File: src/hdl/gbs_pkg.sv
// Shared types, constants and helpers of the greedy box suppression block.
package gbs_pkg;

  localparam int unsigned COORD_BITS   = 16;
  localparam int unsigned MAX_KEPT     = 64;
  localparam int unsigned CLASS_W      = 8;
  localparam int unsigned IDX_W        = 16;
  localparam int unsigned THR_W        = 16;
  localparam int unsigned CFG_W        = THR_W;
  localparam int unsigned CFG_IDX_W    = 1;
  localparam int unsigned QUEUE_DEPTH  = 2;

  localparam int unsigned AREA_W  = 2 * COORD_BITS;
  localparam int unsigned UNION_W = AREA_W + 1;
  localparam int unsigned PROD_W  = UNION_W + THR_W;
  localparam int unsigned CNT_W   = $clog2(MAX_KEPT + 1);
  localparam int unsigned ADDR_W  = $clog2(MAX_KEPT);
  localparam int unsigned QP_W    = (QUEUE_DEPTH > 1) ? $clog2(QUEUE_DEPTH) : 1;
  localparam int unsigned QF_W    = $clog2(QUEUE_DEPTH + 1);

  localparam logic [THR_W-1:0] THR_RESET = THR_W'(29491);

  localparam logic [CFG_IDX_W-1:0] CFG_IOU_THRESHOLD  = CFG_IDX_W'(0);
  localparam logic [CFG_IDX_W-1:0] CFG_CLASS_AGNOSTIC = CFG_IDX_W'(1);

  typedef struct packed {
    logic                         first_box;
    logic signed [COORD_BITS-1:0] left_edge;
    logic signed [COORD_BITS-1:0] top_edge;
    logic signed [COORD_BITS-1:0] right_edge;
    logic signed [COORD_BITS-1:0] bottom_edge;
    logic [CLASS_W-1:0]           class_label;
  } box_in_t;

  typedef struct packed {
    logic              keep;
    logic [IDX_W-1:0]  box_index;
    logic [CNT_W-1:0]  kept_total;
    logic              list_overflow;
  } result_t;

  typedef struct packed {
    logic signed [COORD_BITS-1:0] left_edge;
    logic signed [COORD_BITS-1:0] top_edge;
    logic signed [COORD_BITS-1:0] right_edge;
    logic signed [COORD_BITS-1:0] bottom_edge;
  } box_t;

  typedef struct packed {
    box_t               box;
    logic [CLASS_W-1:0] class_label;
    logic [AREA_W-1:0]  area;
  } kept_entry_t;

  typedef struct packed {
    logic             first_box;
    logic [IDX_W-1:0] box_index;
    kept_entry_t      ent;
  } queue_entry_t;

  typedef struct packed {
    logic hit_valid;
    logic hit;
    logic busy;
  } iou_status_t;

  function automatic logic [COORD_BITS-1:0] span_f(
    input logic signed [COORD_BITS-1:0] lo,
    input logic signed [COORD_BITS-1:0] hi
  );
    logic signed [COORD_BITS:0] diff;
    diff = $signed({hi[COORD_BITS-1], hi}) - $signed({lo[COORD_BITS-1], lo});
    return (hi > lo) ? diff[COORD_BITS-1:0] : '0;
  endfunction

endpackage

File: src/hdl/gbs_queue.sv
// Short queue between the input stage and the suppression sequencer.
module gbs_queue import gbs_pkg::*; (
  input  logic         clk_i,
  input  logic         rst_ni,
  input  logic         push_i,
  input  queue_entry_t push_data_i,
  output logic         full_o,
  input  logic         pop_i,
  output queue_entry_t pop_data_o,
  output logic         empty_o
);

  queue_entry_t     slots_q [QUEUE_DEPTH];
  logic [QP_W-1:0]  wr_ptr_q, rd_ptr_q;
  logic [QF_W-1:0]  fill_q;
  logic             do_push, do_pop;

  assign full_o     = fill_q == QF_W'(QUEUE_DEPTH);
  assign empty_o    = fill_q == '0;
  assign do_push    = push_i & ~full_o;
  assign do_pop     = pop_i & ~empty_o;
  assign pop_data_o = slots_q[rd_ptr_q];

  function automatic logic [QP_W-1:0] next_ptr(input logic [QP_W-1:0] p);
    return (p == QP_W'(QUEUE_DEPTH - 1)) ? '0 : p + 1'b1;
  endfunction

  always_ff @(posedge clk_i) begin
    if (do_push) slots_q[wr_ptr_q] <= push_data_i;
  end

  always_ff @(posedge clk_i or negedge rst_ni) begin
    if (!rst_ni) begin
      wr_ptr_q <= '0;
      rd_ptr_q <= '0;
      fill_q   <= '0;
    end else begin
      if (do_push) wr_ptr_q <= next_ptr(wr_ptr_q);
      if (do_pop) rd_ptr_q <= next_ptr(rd_ptr_q);
      if (do_push && !do_pop) fill_q <= fill_q + 1'b1;
      else if (do_pop && !do_push) fill_q <= fill_q - 1'b1;
    end
  end

endmodule

File: config.mk
export PLATFORM = sky130hd
export DESIGN_NAME = gbs_queue
export DESIGN_NICKNAME = d
export VERILOG_FILES = /design/src/hdl/gbs_pkg.sv /design/src/hdl/gbs_queue.sv
export SDC_FILE = /design/constraint.sdc
export NUM_CORES = 1
export LEC_CHECK = 0
export BUFFER_PORTS_ARGS = -buffer_cell sky130_fd_sc_hd__buf_2
export CAP_MARGIN = 20
export CORE_UTILIZATION = 45
export DETAILED_ROUTE_END_ITERATION = 8
export MAX_ROUTING_LAYER = met4
export PLACE_DENSITY = 0.79
export SLEW_MARGIN = 20
export SYNTH_ARGS = -nofsm -noshare
export SYNTH_HDL_FRONTEND = slang
export SYNTH_SLANG_ARGS = --single-unit
File: constraint.sdc
create_clock -name clk_i -period 8.4 [get_ports clk_i]
set_input_delay 1.26 -clock clk_i [delete_from_list [all_inputs] [get_ports clk_i]]
set_output_delay 1.26 -clock clk_i [all_outputs]
set_load 0.05 [all_outputs]
---- After elaboration in Yosys (flattened, before gate mapping) ----
Memories as Yosys holds them, arrays and structs flattened.
Cells that the tools add are included.
word-level totals
  output and inout port bits .............. 123
  logic and storage cells ................. 25
  input port bits ......................... 125
  bits in writable memories ............... 242
  register bits after elaboration ......... 4
  memories ................................ 1
memory list
  name     depth  width  read ports  clocked after Yosys merged registers in  write ports  RTL line         RTL
  slots_q  2      121    1           0                                        1            gbs_queue.sv:13  queue_entry_t slots_q [QUEUE_DEPTH];
cells by class
  multiplexer cells ....................... 6
  add/subtract/negate cells ............... 4
  reduce and logical (&&, ||, !) cells .... 6
  eq/ne operators ......................... 1
  bitwise logic cells ..................... 4
operators with widths
  kind                 number
  $mux 1               4
  $mux 2               2
  $add 1x1->1 const B  2
  $add 2x1->2 const B  1
  $and 1x1->1          2
  $eq 2x2->1 const B   1
  $logic_and 1x1->1    2
  $logic_not 1->1      2
  $logic_not 2->1      1
  $not 1->1            2
  $reduce_bool 2->1    1
  $sub 2x1->2 const B  1

---- Logic depth before layout (Yosys ltp) ----
  word-level depth ........................ 7
  mapped depth ............................ 7
  gate-level depth less buffers ........... 7

---- Worst setup path after synthesis ----
OpenSTA, ideal clock, no wires.
  kind .................................... in2reg
  start point ............................. in push_i
  end point ............................... mem slots_q[0][0] (netlist bit), enable pin
  data required time ...................... 7.798 ns
  slack ................................... 1.419 ns
  cell stages on the path ................. 2
  buffers on the path ..................... 0
  library setup time ...................... 0.602 ns
  arrival time ............................ 6.378 ns
  path through ............................ nand2_1 -> nor2_1
between the ends
  longest elaborated chain between the ends .. 3
ends and longest elaborated chain
  item                          RTL line         RTL
  start, declared               gbs_queue.sv:5   input logic push_i,
  $and 1x1->1                   gbs_queue.sv:20  assign do_push = push_i & ~full_o;
  $mux 1                        gbs_queue.sv:29  if (do_push) slots_q[wr_ptr_q] <= push_data_i;
  $mux 1 (implied by the code)  gbs_queue.sv:29
  end, declared                 gbs_queue.sv:13
No other way between the ends.

==> impl_results.md <==
- Initial DRC count: 189
- Total GRT Usage: 0.160
- CTS tree: done
- Diodes inserted: 0
- LEAKAGE: about 0.0046 uW
- Net Count, Synth: 522
- Hold buffer count at CTS: 0
- First-pass iteration count of the detailed router: 4
- Unrepaired setup endpoints after global routing: no
- Largest net degree at the start of global routing: a little over 80
- Vias in the first global route: 4894
- Vias: approximately 4.6k
- Kind of start point of the critical path: register
- DRC viols: 0
- Synth Instances: 396
- Worst-margin pin slew: 1.08 ns
- Final Max Slew Viols: 0
- Critical path type: register to output pin
- Routed Antenna Nets: 0
- Synthesized cell area: just over 9000 um2
- Placeable Area: 20200 um2
- Number of port buffers: ~250
- Syn-to-layout area delta: 25.0%
- Setup Skew: 0.0114 ns
- Syn avg cell area: 23.4 um2
- Setup TNS: 0 ns
- Worst-path fanout max: 65
- Clock latency on the worst-skew pair: 0.51 ns
- Yosys Warn Count: 0
- Initial Utilization: 0.458
- Crit path max-delay family: buffers and inverters
- Final net count: 787
- FP Rows: 52
- # resized after CTS: 0
- Worst Hold Slack: 0.544 ns
- Placed cells: 903
- Slowest cell on the critical path: dfrtp_4
- Sequential area share after synthesis: 0.795
- Arrival @ worst endpoint: between 3 and 4 ns
- Die X-Extent: 145 um
- CP endpoint kind: output pin
- Worst-path clk slew: 0.06 ns
- Layout cell share with drive strength beyond 1: 0.602
- Initial antenna violation count: 0
- CTS max path bufs: 3
- IR drop worst, VDD: 268 uV
- Hold crit path type: register to register
- Cts bufs inserted: 26
- Drt wl/cell: around 18 um
- CP Buf/Inv Count: 2
- Htree depth: 1
- Die Ht: 145 um
- CTS Root Cell: clkbuf_16
- Async set-reset flop share out of synthesis: 0.0163
- Slew HR: 0.279
- Total die area: between 20000 and 25000 um2
- Final hold violation count: 0
- Achievable Freq: 221 MHz
- Final HPWL DP: around 11 mm
- Final wirelength: 16.8 mm
- Placer congestion estimate: 0.786
- Main synth FF type: edfxtp_1
- Layout Cells excl Fill: 949
- Crit path cell chain: buf_4 > mux2_2 > buf_2
- Final min period: 4.52 ns
- Finish-stage setup viols: 0
- Distinct cell type count after synthesis: 16
- Max-cap viol count: 0
- Final period utilization: 0.538
- Largest stage delay on the critical path: around 1.0 ns
- Top Ports: approximately 250
- Clock sink count: 246
- PwrDens: between 400 and 500 nW/um2
- Status: finished clean
- Synthesized flop and latch total: roughly 250
- Global-route wire length before repair: 25.8 mm
- Vias per cell: 4.82
- GRT overflow: 0
- Setup Buffers After CTS: 0
- Req. time, crit path: 7.14 ns
- Post-synth EDFFs: 242
-- final cells by class --
cell class	instances	area [um2]
clock buffers	40	764
clock inverters	6	51.3
fillers	1488	8660
inverters	2	7.51
multi-input cells	134	1760
flip-flops and latches	246	7370
well taps	270	338
repair buffers	251	1280
-- report_power, final --
group / total, uW / switching, uW / internal [uW]
clock network: 1070 / 419 / 651
logic: 2010 / 1390 / 621
registers: 1820 / 139 / 1680
-- layer usage --
layer / vias to the layer above / GRT usage / routed length [um]
li1: 2097 / - / -
met1: 2261 / 0.183 / 6660
met2: 184 / 0.285 / 8770
met3: 29 / 0.0339 / 1030
met4: 0 / 0.0437 / 314
met5: - / - / 0
-- stage by stage --
stage               area (um2)   util  setup slack, ns  power (uW)
floorplan                 9260      -             1.42        3530
global placement         10700  0.531             4.45        3820
detailed placement       10800  0.532             4.37        3880
CTS                      11600  0.572             3.81        4960
global route             11600  0.572             3.72        5080
finish                   11600  0.572             3.88        4900
-- sequential cells by signal, indices dropped and copies added (netlist names) --
name and flops:
fill_q 2, rd_ptr_q 1, slots_q 242, wr_ptr_q 1
-- Yosys cell counts, types with 2 or more instances --
library cell | instances | area, um2
xor2_1 | 2 | 17.5
buf_6 | 9 | 101
mux2_2 | 41 | 462
xnor2_1 | 3 | 26.3
dfrtp_1 | 4 | 100
buf_2 | 4 | 20.0
inv_1 | 2 | 7.51
edfxtp_1 | 242 | 7270
nor2_1 | 3 | 11.3
mux2_4 | 80 | 1200
-- final timing paths --
kind	from	to	slack (ns)	cells past startpoint
worst min register to register	fill_q[1]$_DFFE_PN0P_	fill_q[1]$_DFFE_PN0P_	0.54	1
worst max-delay path	rd_ptr_q$_DFFE_PN0P_	pop_data_o[4]	3.88	3
max in group asynchronous	rst_ni	rd_ptr_q$_DFFE_PN0P_	7.70	1
min in group asynchronous	rst_ni	wr_ptr_q$_DFFE_PN0P_	0.55	1
worst max register to register	fill_q[0]$_DFFE_PN0P_	slots_q[1][4]$_DFFE_PP_	5.76	3
worst min-delay path	fill_q[1]$_DFFE_PN0P_	fill_q[1]$_DFFE_PN0P_	0.54	1
-- worst register-to-register path: stages, from the launching register on --
cell      delay, ns
dfrtp_1        0.44
nand2b_1       0.18
and3_4         0.69
buf_4          0.84
-- cell families (layout without fill, tap and decap cells) --
kind of cell / Yosys count / in the layout / share of synthesized area
xor gates and xnor gates: 5 / 5 / 0.00473
muxes: 121 / 121 / 0.180
buffers and inverters: 16 / 299 / 0.0155
adders and majority gates: 1 / 1 / 0.00135
and+or+nand+nor: 6 / 6 / 0.00297
AOI/OAI and AO/OA: 1 / 1 / 0.000540
DFF: 246 / 246 / 0.795
-- placed cells by master, fill, tap and decap left out, drive strengths merged, types with 2 or more instances in the layout --
cell type	count
nor2	3
xnor2	3
clkbuf	40
edfxtp	242
buf	251
xor2	2
clkinv	5
mux2	121
dfrtp	4
inv	2
Power figures use the tool's default switching activity.
