`src/hdl/gbs_pkg.sv`:
```
// Shared types, constants and helpers of the greedy box suppression block.
package gbs_pkg;

  localparam int unsigned COORD_BITS   = 16;
  localparam int unsigned MAX_KEPT     = 64;
  localparam int unsigned CLASS_W      = 8;
  localparam int unsigned IDX_W        = 16;
  localparam int unsigned THR_W        = 16;
  localparam int unsigned CFG_W        = THR_W;
  localparam int unsigned CFG_IDX_W    = 1;
  localparam int unsigned QUEUE_DEPTH  = 2;

  localparam int unsigned AREA_W  = 2 * COORD_BITS;
  localparam int unsigned UNION_W = AREA_W + 1;
  localparam int unsigned PROD_W  = UNION_W + THR_W;
  localparam int unsigned CNT_W   = $clog2(MAX_KEPT + 1);
  localparam int unsigned ADDR_W  = $clog2(MAX_KEPT);
  localparam int unsigned QP_W    = (QUEUE_DEPTH > 1) ? $clog2(QUEUE_DEPTH) : 1;
  localparam int unsigned QF_W    = $clog2(QUEUE_DEPTH + 1);

  localparam logic [THR_W-1:0] THR_RESET = THR_W'(29491);

  localparam logic [CFG_IDX_W-1:0] CFG_IOU_THRESHOLD  = CFG_IDX_W'(0);
  localparam logic [CFG_IDX_W-1:0] CFG_CLASS_AGNOSTIC = CFG_IDX_W'(1);

  typedef struct packed {
    logic                         first_box;
    logic signed [COORD_BITS-1:0] left_edge;
    logic signed [COORD_BITS-1:0] top_edge;
    logic signed [COORD_BITS-1:0] right_edge;
    logic signed [COORD_BITS-1:0] bottom_edge;
    logic [CLASS_W-1:0]           class_label;
  } box_in_t;

  typedef struct packed {
    logic              keep;
    logic [IDX_W-1:0]  box_index;
    logic [CNT_W-1:0]  kept_total;
    logic              list_overflow;
  } result_t;

  typedef struct packed {
    logic signed [COORD_BITS-1:0] left_edge;
    logic signed [COORD_BITS-1:0] top_edge;
    logic signed [COORD_BITS-1:0] right_edge;
    logic signed [COORD_BITS-1:0] bottom_edge;
  } box_t;

  typedef struct packed {
    box_t               box;
    logic [CLASS_W-1:0] class_label;
    logic [AREA_W-1:0]  area;
  } kept_entry_t;

  typedef struct packed {
    logic             first_box;
    logic [IDX_W-1:0] box_index;
    kept_entry_t      ent;
  } queue_entry_t;

  typedef struct packed {
    logic hit_valid;
    logic hit;
    logic busy;
  } iou_status_t;

  function automatic logic [COORD_BITS-1:0] span_f(
    input logic signed [COORD_BITS-1:0] lo,
    input logic signed [COORD_BITS-1:0] hi
  );
    logic signed [COORD_BITS:0] diff;
    diff = $signed({hi[COORD_BITS-1], hi}) - $signed({lo[COORD_BITS-1], lo});
    return (hi > lo) ? diff[COORD_BITS-1:0] : '0;
  endfunction

endpackage

```
`src/hdl/gbs_front.sv`:
```
// Input stage: takes boxes, numbers them within the frame and computes their area.
module gbs_front import gbs_pkg::*; (
  input  logic         clk_i,
  input  logic         rst_ni,
  input  logic         in_valid_i,
  input  box_in_t      in_data_i,
  output logic         in_stall_o,
  input  logic         q_full_i,
  output logic         q_push_o,
  output queue_entry_t q_data_o
);

  logic                  v_q;
  box_in_t               item_q;
  logic [COORD_BITS-1:0] w_q, h_q;
  logic [IDX_W-1:0]      idx_q, pos_q;
  logic [IDX_W-1:0]      idx_d;
  logic                  accept;

  assign in_stall_o = v_q & q_full_i;
  assign accept     = in_valid_i & ~in_stall_o;
  assign q_push_o   = v_q & ~q_full_i;
  assign idx_d      = in_data_i.first_box ? '0 : pos_q;

  always_comb begin
    q_data_o                     = '0;
    q_data_o.first_box           = item_q.first_box;
    q_data_o.box_index           = idx_q;
    q_data_o.ent.box.left_edge   = item_q.left_edge;
    q_data_o.ent.box.top_edge    = item_q.top_edge;
    q_data_o.ent.box.right_edge  = item_q.right_edge;
    q_data_o.ent.box.bottom_edge = item_q.bottom_edge;
    q_data_o.ent.class_label     = item_q.class_label;
    q_data_o.ent.area            = AREA_W'(w_q) * AREA_W'(h_q);
  end

  always_ff @(posedge clk_i or negedge rst_ni) begin
    if (!rst_ni) begin
      v_q   <= 1'b0;
      pos_q <= '0;
    end else if (accept) begin
      v_q    <= 1'b1;
      item_q <= in_data_i;
      w_q    <= span_f(in_data_i.left_edge, in_data_i.right_edge);
      h_q    <= span_f(in_data_i.top_edge, in_data_i.bottom_edge);
      idx_q  <= idx_d;
      pos_q  <= idx_d + 1'b1;
    end else if (q_push_o) begin
      v_q <= 1'b0;
    end
  end

endmodule

```
`config.mk`:
```
export PLATFORM = sky130hd
export DESIGN_NAME = gbs_front
export DESIGN_NICKNAME = d
export VERILOG_FILES = /design/src/hdl/gbs_pkg.sv /design/src/hdl/gbs_front.sv
export SDC_FILE = /design/constraint.sdc
export NUM_CORES = 1
export LEC_CHECK = 0
export BUFFER_PORTS_ARGS = -buffer_cell sky130_fd_sc_hd__buf_2
export CAP_MARGIN = 20
export CORE_ASPECT_RATIO = 1.1
export CORE_UTILIZATION = 26
export DETAILED_ROUTE_END_ITERATION = 7
export SLEW_MARGIN = 20
export SYNTH_ARGS = -nofsm -noshare
export SYNTH_HDL_FRONTEND = slang
export SYNTH_SLANG_ARGS = --single-unit
```
`constraint.sdc`:
```
create_clock -name clk_i -period 20.8 [get_ports clk_i]
set_input_delay 6.24 -clock clk_i [delete_from_list [all_inputs] [get_ports clk_i]]
set_output_delay 6.24 -clock clk_i [all_outputs]
set_load 0.01 [all_outputs]
```
## After elaboration in Yosys (flattened, before gate mapping)

Cells that the tools add are included.

- Add/subtract/negate cells: 3
- Multiply operators: 1
- Order comparisons: 2
- Multiplexer cells: 3
- Bitwise operators: 5
- Reductions and logical operators: 2

Operators with widths:

| kind | count |
|---|---|
| $gt A16 B16 Y1 | 2 |
| $mul A16 B16 Y32 | 1 |
| $sub A16 B16 Y16 | 2 |
| $add A16 B1 Y16 const B | 1 |
| $mux W16 | 1 |
| $and A1 B1 Y1 | 3 |
| $mux W1 | 2 |
| $not A1 Y1 | 2 |
| $reduce_and A2 Y1 | 1 |
| $reduce_bool A2 Y1 | 1 |

- Register bits after elaboration: 138
- Bits of input ports: 77
- Output and inout port bits: 123
- Logic and storage cells: 27

## Depth between registers and ports, before layout

Gate-level depths: netlist of the first run.

- Depth in word-level cells: 4
- Depth in mapped cells: 23
- Gate-level depth less buffers: 21

## Worst setup path before layout of the first run

Ideal clock, no wire load.

- Path kind: input to output
- From: in q_full_i
- To: out q_push_o
- Data arrival time: 6418 ps
- Path slack: 8142 ps
- Cell stages on the path: 1
- Path buffers: 0
- Cell sequence: nor2b_1

- Longest elaborated chain between the ends: 2

RTL lines:

| element | line | text |
|---|---|---|
| from (decl) | gbs_front.sv:8 | `input logic q_full_i,` |
| $not A1 Y1 | gbs_front.sv:22 | `assign q_push_o = v_q & ~q_full_i;` |
| $and A1 B1 Y1 | gbs_front.sv:22 |  |
| to (decl) | gbs_front.sv:9 | `output logic q_push_o,` |

No other way between the ends.

## Worst setup path after layout of the first run

- From: in q_full_i
- To: out in_stall_o

- Longest elaborated chain between the ends: 1

RTL lines:

| element | line | text |
|---|---|---|
| $and A1 B1 Y1 | gbs_front.sv:20 | `assign in_stall_o = v_q & q_full_i;` |
| to (decl) | gbs_front.sv:7 | `output logic in_stall_o,` |

No other way between the ends.

==> metrics.md, run 1 <==
| Metric | Value |
|---|---|
| Status | finished, final reports clean |
| Reg clk slew, reported paths | 0.05 ns |
| Crit path DAT | 6.68 ns |
| CTS Buf Count | 17 |
| Port bufs | 199 |
| CP Data Required Time | 14.56 ns |
| CP startpoint kind | primary input |
| Xor and xnor area share after synthesis | 3.65% |
| Worst Setup SP | q_full_i |
| Crit. End Element | output port |
| Min-delay worst type | flop to flop |
| Post-synthesis simple-gate area fraction | 15.2% |
| Slew margin rel. | 28.4% |
| Layout overhead on the synthesized area | 15.4% |
| Congestion Overflow GR | 0 |
| Filler instances | 5838 |
| Post-Synthesis Cells | 1474 |
| Post-DRT Antenna Nets | 0 |
| Synth Area in Compound Gates | 7.85% |
| Worst Path Max Fanout | 5 |
| R2r endpoint | q_data_o[80] |
| YS warnings | 0 |
| Initial DRC count | 370 |
| H-tree depth | 4 |
| CP peak stage delay | 0.14 ns |
| R2R setup slack | 18.37 ns |
| Nets | 2055 |
| Initial core utilization | 26.4% |
| Max Clock Freq | 0.0774 GHz |
| Critical Path, Cell by Cell | buf_2 -> nand2_1 -> inv_1 -> buf_2 |
| Syn nets | 1884 |
| Critical path type | primary input to output port |
| Post-CTS Resized | 0 |
| DR vias/cell | 4.42 |
| Die height | 253 µm |
| CTS Buffer Depth | 2 |
| Max Cap Viol | 0 |
| Layout cells sized above 1 | 16.3% |
| Slowest CP cell | buf_2 |
| RePlAce Congestion | 0.827 |
| # DRC | 0 |
| # Post-CTS Setup Buffers | 0 |
| Per-cell routed wire length | 15.4 µm |
| Total die area | 58200 µm² |
| Largest family of logic cells by synthesized area | adder cells |
| Clk Latency, worst-skew pair | 0.44 ns |
| Clock Sinks | 138 |
| DRT Pass-1 Iters | 4 |
| Main synth FF type | edfxtp_1 |
| Final WL | 37100 µm |
| Final HPWL DP | 30800 µm |
| RSZ-0062 raised after global routing | false |
| Top Ports | 200 |
| Global-route wire length before repair | 59400 µm |
| EDFF count, synth | 121 |
| Via count | 10.6k |
| Least-Margin Pin Slew | 1.07 ns |
| Setup TNS | 0 ns |
| Core ar. | 56400 µm² |
| Vias in the first global route | 11.2k |
| Final Cycle Share | 62.1% |
| Multiplexer share of the synthesized area | 0% |
| Clock skew | 0.00959 ns |
| Cell area after synthesis | 14900 µm² |
| Adder-cell share of the synthesized area | 37.9% |
| Cell mode on critical path | buf_2 |
| Unique masters post-synth | 62 |
| Die Span X | 230 µm |
| Seq/Total Area, Yosys | 27.3% |
| FP Rows | 91 |
| Ys async rst share | 12.3% |
| Avg Synthesized Cell Area | 10.1 µm² |
| Initial antenna violation count | 4 |
| Final Max Slew Viols | 0 |
| Minimum clock period | 12.92 ns |
| Yosys reg bits | 138 |
| Cts hold-fix bufs | 0 |
| Final setup viols | 0 |
| Reg2Reg Launch Point | v_q |
| R2R cell count | 3 |
| Most frequent cells in the layout | inv_1 (269), buf_2 (199), fa_1 (196), nand2_1 (186), ha_1 (137) |
| Largest net degree at the start of global routing | 83 |
| Final Hold Vio Count | 0 |
| Global Route Usage Sum | 12.9% |
| Commonest non-fill, non-tap cell in the layout | inv_1 |
| Root Driver | clkbuf_16 |
| CTS tree | built |
| Critical Path Sink | in_stall_o |
[metrics by stage]
| step | cells | utilization (%) | setup slack (ns) | area [µm²] | hold WS, ns |
|---|---|---|---|---|---|
| 2_1_floorplan | 1474 | - | 8.14 | 14900 | 0.463 |
| 6_report | 2404 | 30.5 | 7.88 | 17200 | 0.515 |
| 3_3_place_gp | 2370 | 29.5 | 7.86 | 16600 | 0.486 |
| 5_1_grt | 2402 | 30.5 | 7.53 | 17200 | 0.551 |
| 4_1_cts | 2402 | 30.5 | 7.83 | 17200 | 0.517 |
| 3_5_place_dp | 2370 | 29.5 | 7.87 | 16600 | 0.503 |
[routing by layer]
metal / vias up / wire (µm) / global-route usage [%]
li1: 5040 / - / -
met1: 5246 / 16200 / 16.0
met2: 288 / 18200 / 22.4
met3: 41 / 2000 / 2.59
met4: 2 / 656 / 3.71
met5: - / 13 / 0
[kinds of logic after synthesis]
family          Yosys count
flops                   138
fa+ha+maj               333
xor+xnor                 62
compound gates          168
simple gates            456
buf+inv                 317
[cell type report]
type	instances	area (µm²)	area share, %
Sequential cell	138	4060	23.6
Clock buffer	19	433	2.52
Tap cell	744	931	5.42
Clock inverter	13	120	0.699
Multi-Input combinational cell	1019	9620	56.0
Inverter	269	1010	5.88
Timing Repair Buffer	200	1000	5.84
Antenna cell	2	5.00	0.0291
[critical path, delay by kind of cell]
kind / cells / cell delay, ns
buffers and inverters: 3 / 0.31
AND/OR/NAND/NOR: 1 / 0.12
[registers in the layout (all words and copies together) (netlist names)]
name / count
q_data_o: 73
idx_q: 16
h_q: 16
w_q: 16
pos_q: 16
v_q: 1
[worst min path at each step]
stage	endpoint	cells past startpoint	slack, ns	from
after global placement	pos_q[0]	2	0.49	pos_q[0]
after detailed placement	pos_q[0]	2	0.50	pos_q[0]
final	pos_q[0]	2	0.52	pos_q[0]
after CTS	pos_q[0]	2	0.52	pos_q[0]
after global routing	pos_q[0]	2	0.55	pos_q[0]
after floorplan	pos_q[0]	2	0.46	pos_q[0]
[cell usage after synthesis (7+ instances only)]
library cell	instances	area share, %
o21ai_1	9	0.30
dfrtp_1	17	2.9
o21bai_1	10	0.50
inv_1	269	6.8
xnor2_1	38	2.2
nor2_1	43	1.1
o21ai_0	26	0.87
and2_1	118	5.0
ha_1	137	12
fa_1	196	26
a21oi_1	47	1.6
nor2_2	12	0.50
clkbuf_1	42	1.1
nand2b_1	9	0.38
a21o_1	19	0.96
xor2_1	24	1.4
a31oi_1	7	0.29
nor2b_1	24	1.0
nand4_1	9	0.38
and3_1	9	0.38
nand2_1	186	4.7
nand3_1	22	0.74
nor3_1	14	0.47
edfxtp_1	121	24
Power of run 1 is left out: the tool's default activity adds up to more than one toggle a clock period on the data nets, which glitch-free logic cannot reach.
==> inputs of run 2 (changes only) <==
clock period = 13.3 ns   (was 20.8 ns; I/O delays follow)
==> run 2 against run 1 <==
Net effect: global-route usage up 0.44 points; sequential share of layout area about the same; setup slack worse by 5.3 ns; count of clock-buffer cells in the layout up 1; critical path type is now flop to output port; highest routed layer unchanged.
==> metrics.md, run 2 (synthesis gave the netlist of run 1 again) <==
| Metric | Value |
|---|---|
| Core ar. | 56400 µm² (unchanged) |
| Layout overhead on the synthesized area | 15.3% (was 15.4%) |
| GRT met2 Usage | 22.6% (was 22.4%) |
| Critical path type | flop to output port (was primary input to output port) |
| Per-cell routed wire length | 15.9 µm (was 15.4 µm) |
| Port bufs | 199 (unchanged) |
| Nets | 2055 (unchanged) |
| Reg clk slew, reported paths | 0.06 ns (was 0.05 ns) |
| CTS Buf Count | 17 (unchanged) |
| Most frequent cells in the layout | inv_1 (269), buf_2 (199), fa_1 (196), nand2_1 (186), ha_1 (137) (unchanged) |
| RSZ-0062 raised after global routing | false (unchanged) |
| Least-Margin Pin Slew | 0.978 ns (was 1.07 ns) |
| Filler instances | 5845 (was 5838) |
| Layout cells sized above 1 | 16.3% (unchanged) |
| GRT met3 Usage | 2.56% (was 2.59%) |
| Commonest non-fill, non-tap cell in the layout | inv_1 (unchanged) |
| H-tree depth | 4 (unchanged) |
| Clock Sinks | 138 (unchanged) |
| Final Max Slew Viols | 0 (unchanged) |
| Largest net degree at the start of global routing | 75 (was 83) |
| Post-CTS Resized | 0 (unchanged) |
| Initial core utilization | 26.4% (unchanged) |
| DR vias/cell | 4.44 (was 4.42) |
| Max Cap Viol | 0 (unchanged) |
| Min-delay worst type | flop to flop (unchanged) |
| Global Route Usage Sum | 13.3% (was 12.9%) |
| Total die area | 58200 µm² (unchanged) |
| FP Rows | 91 (unchanged) |
| Die height | 253 µm (unchanged) |
| Minimum clock period | 10.73 ns |
| Multi-input gate area | 9620 µm² (unchanged) |
| Vias in the first global route | 11.4k (was 11.2k) |
| CP startpoint kind | flop (was primary input) |
| Initial antenna violation count | 2 (was 4) |
| Die Span X | 230 µm (unchanged) |
| Via count | 10.7k (was 10.6k) |
| Worst Path Max Fanout | 16 (was 5) |
| Final Cycle Share | 80.7% |
| Final setup viols | 0 (unchanged) |
| Congestion Overflow GR | 0 (unchanged) |
| Status | finished, final reports clean (unchanged) |
| Crit path DAT | 6.74 ns (was 6.68 ns) |
| Top Ports | 200 (unchanged) |
| Slew margin rel. | 34.8% (was 28.4%) |
| Final Hold Vio Count | 0 (unchanged) |
| RePlAce Congestion | 0.863 (was 0.827) |
| Clk Latency, worst-skew pair | 0.44 ns (about the same) |
| # DRC | 0 (unchanged) |
| DRT Pass-1 Iters | 5 (was 4) |
| Setup TNS | 0 ns (unchanged) |
| Crit. End Element | output port (unchanged) |
| Final WL | 38200 µm (was 37100 µm) |
| GRT busiest layer | met2 (unchanged) |
| Register Area | 4060 µm² (unchanged) |
| CTS tree | built (unchanged) |
| Post-DRT Antenna Nets | 0 (unchanged) |
| CTS Buffer Depth | 2 (unchanged) |
| Max reg flops | 73 (unchanged) |
| Final HPWL DP | 31600 µm (was 30800 µm) |
| Worst hold slack | 0.511 ns (was 0.515 ns) |
| Cts hold-fix bufs | 0 (unchanged) |
| Clock skew | 0.00705 ns (was 0.00959 ns) |
| Initial DRC count | 526 (was 370) |
| # Post-CTS Setup Buffers | 0 (unchanged) |
| Max Clock Freq | 0.0932 GHz |
| Met1 Use GR | 17.0% (was 16.0%) |
| Global-route wire length before repair | 60900 µm (was 59400 µm) |
| Root Driver | clkbuf_16 (unchanged) |
| CP Data Required Time | 9.31 ns (was 14.56 ns) |
[run 2: changes by cell type in the layout (fill, tap and decap cells not counted)]
cell	delta
diode_2	-1
clkinv_1	-1
clkbuf_1	+1
clkinv_2	-1
inv_4	+3
clkinvlp_4	-2
[run 2: path summary, 6_finish.rpt]
path	start	end	slack, ns	cells past startpoint
worst max register to register	v_q	q_data_o[81]	10.84	3
max in group asynchronous	rst_ni	pos_q[1]	9.50	1
min in group asynchronous	rst_ni	pos_q[7]	3.49	1
worst max-delay path	w_q[12]	q_data_o[31]	2.57	20
worst min register to register	pos_q[0]	pos_q[0]	0.51	2
worst min-delay path	pos_q[0]	pos_q[0]	0.51	2
[run 2: cell type report]
type | count | area share (%)
multi-input combinational | 1019 | 56.0
sequential | 138 | 23.6
inverter | 269 | 5.88
timing repair buffer | 200 | 5.84
tap | 744 | 5.42
clock buffer | 20 | 2.54
clock inverter | 12 | 0.670
antenna | 1 | 0.0146
[run 2: per-layer routing]
metal | vias to the layer above | share of wire (%)
met3 | 40 | 5.4
met1 | 5304 | 44
met5 | - | 0.026
li1 | 5035 | -
met2 | 298 | 49
met4 | 2 | 1.8
[run 2: through the flow]
stage	cell area (µm²)	setup WS [ns]	std cells	utilization, %
floorplan	14900	3.73	1474	-
global placement	16600	3.04	2370	29.5
finish	17200	2.57	2403	30.5
detailed placement	16600	3.04	2370	29.5
CTS	17200	2.56	2402	30.5
global route	17200	2.20	2402	30.5
[run 2: critical path, cell delays in order, from the launching register on]
cell      delay (ns)
edfxtp_1        0.68
and2_1          0.30
fa_1            0.54
inv_1           0.05
fa_1            0.48
inv_1           0.05
fa_1            0.51
fa_1            0.51
fa_1            0.49
inv_1           0.05
fa_1            0.48
inv_1           0.04
ha_1            0.40
a21oi_1         0.28
o21ai_1         0.12
a221o_1         0.38
a31o_4          0.23
o41ai_4         0.26
o21ai_1         0.11
a31oi_1         0.16
buf_2           0.17
Power of run 2 is left out for the same reason.
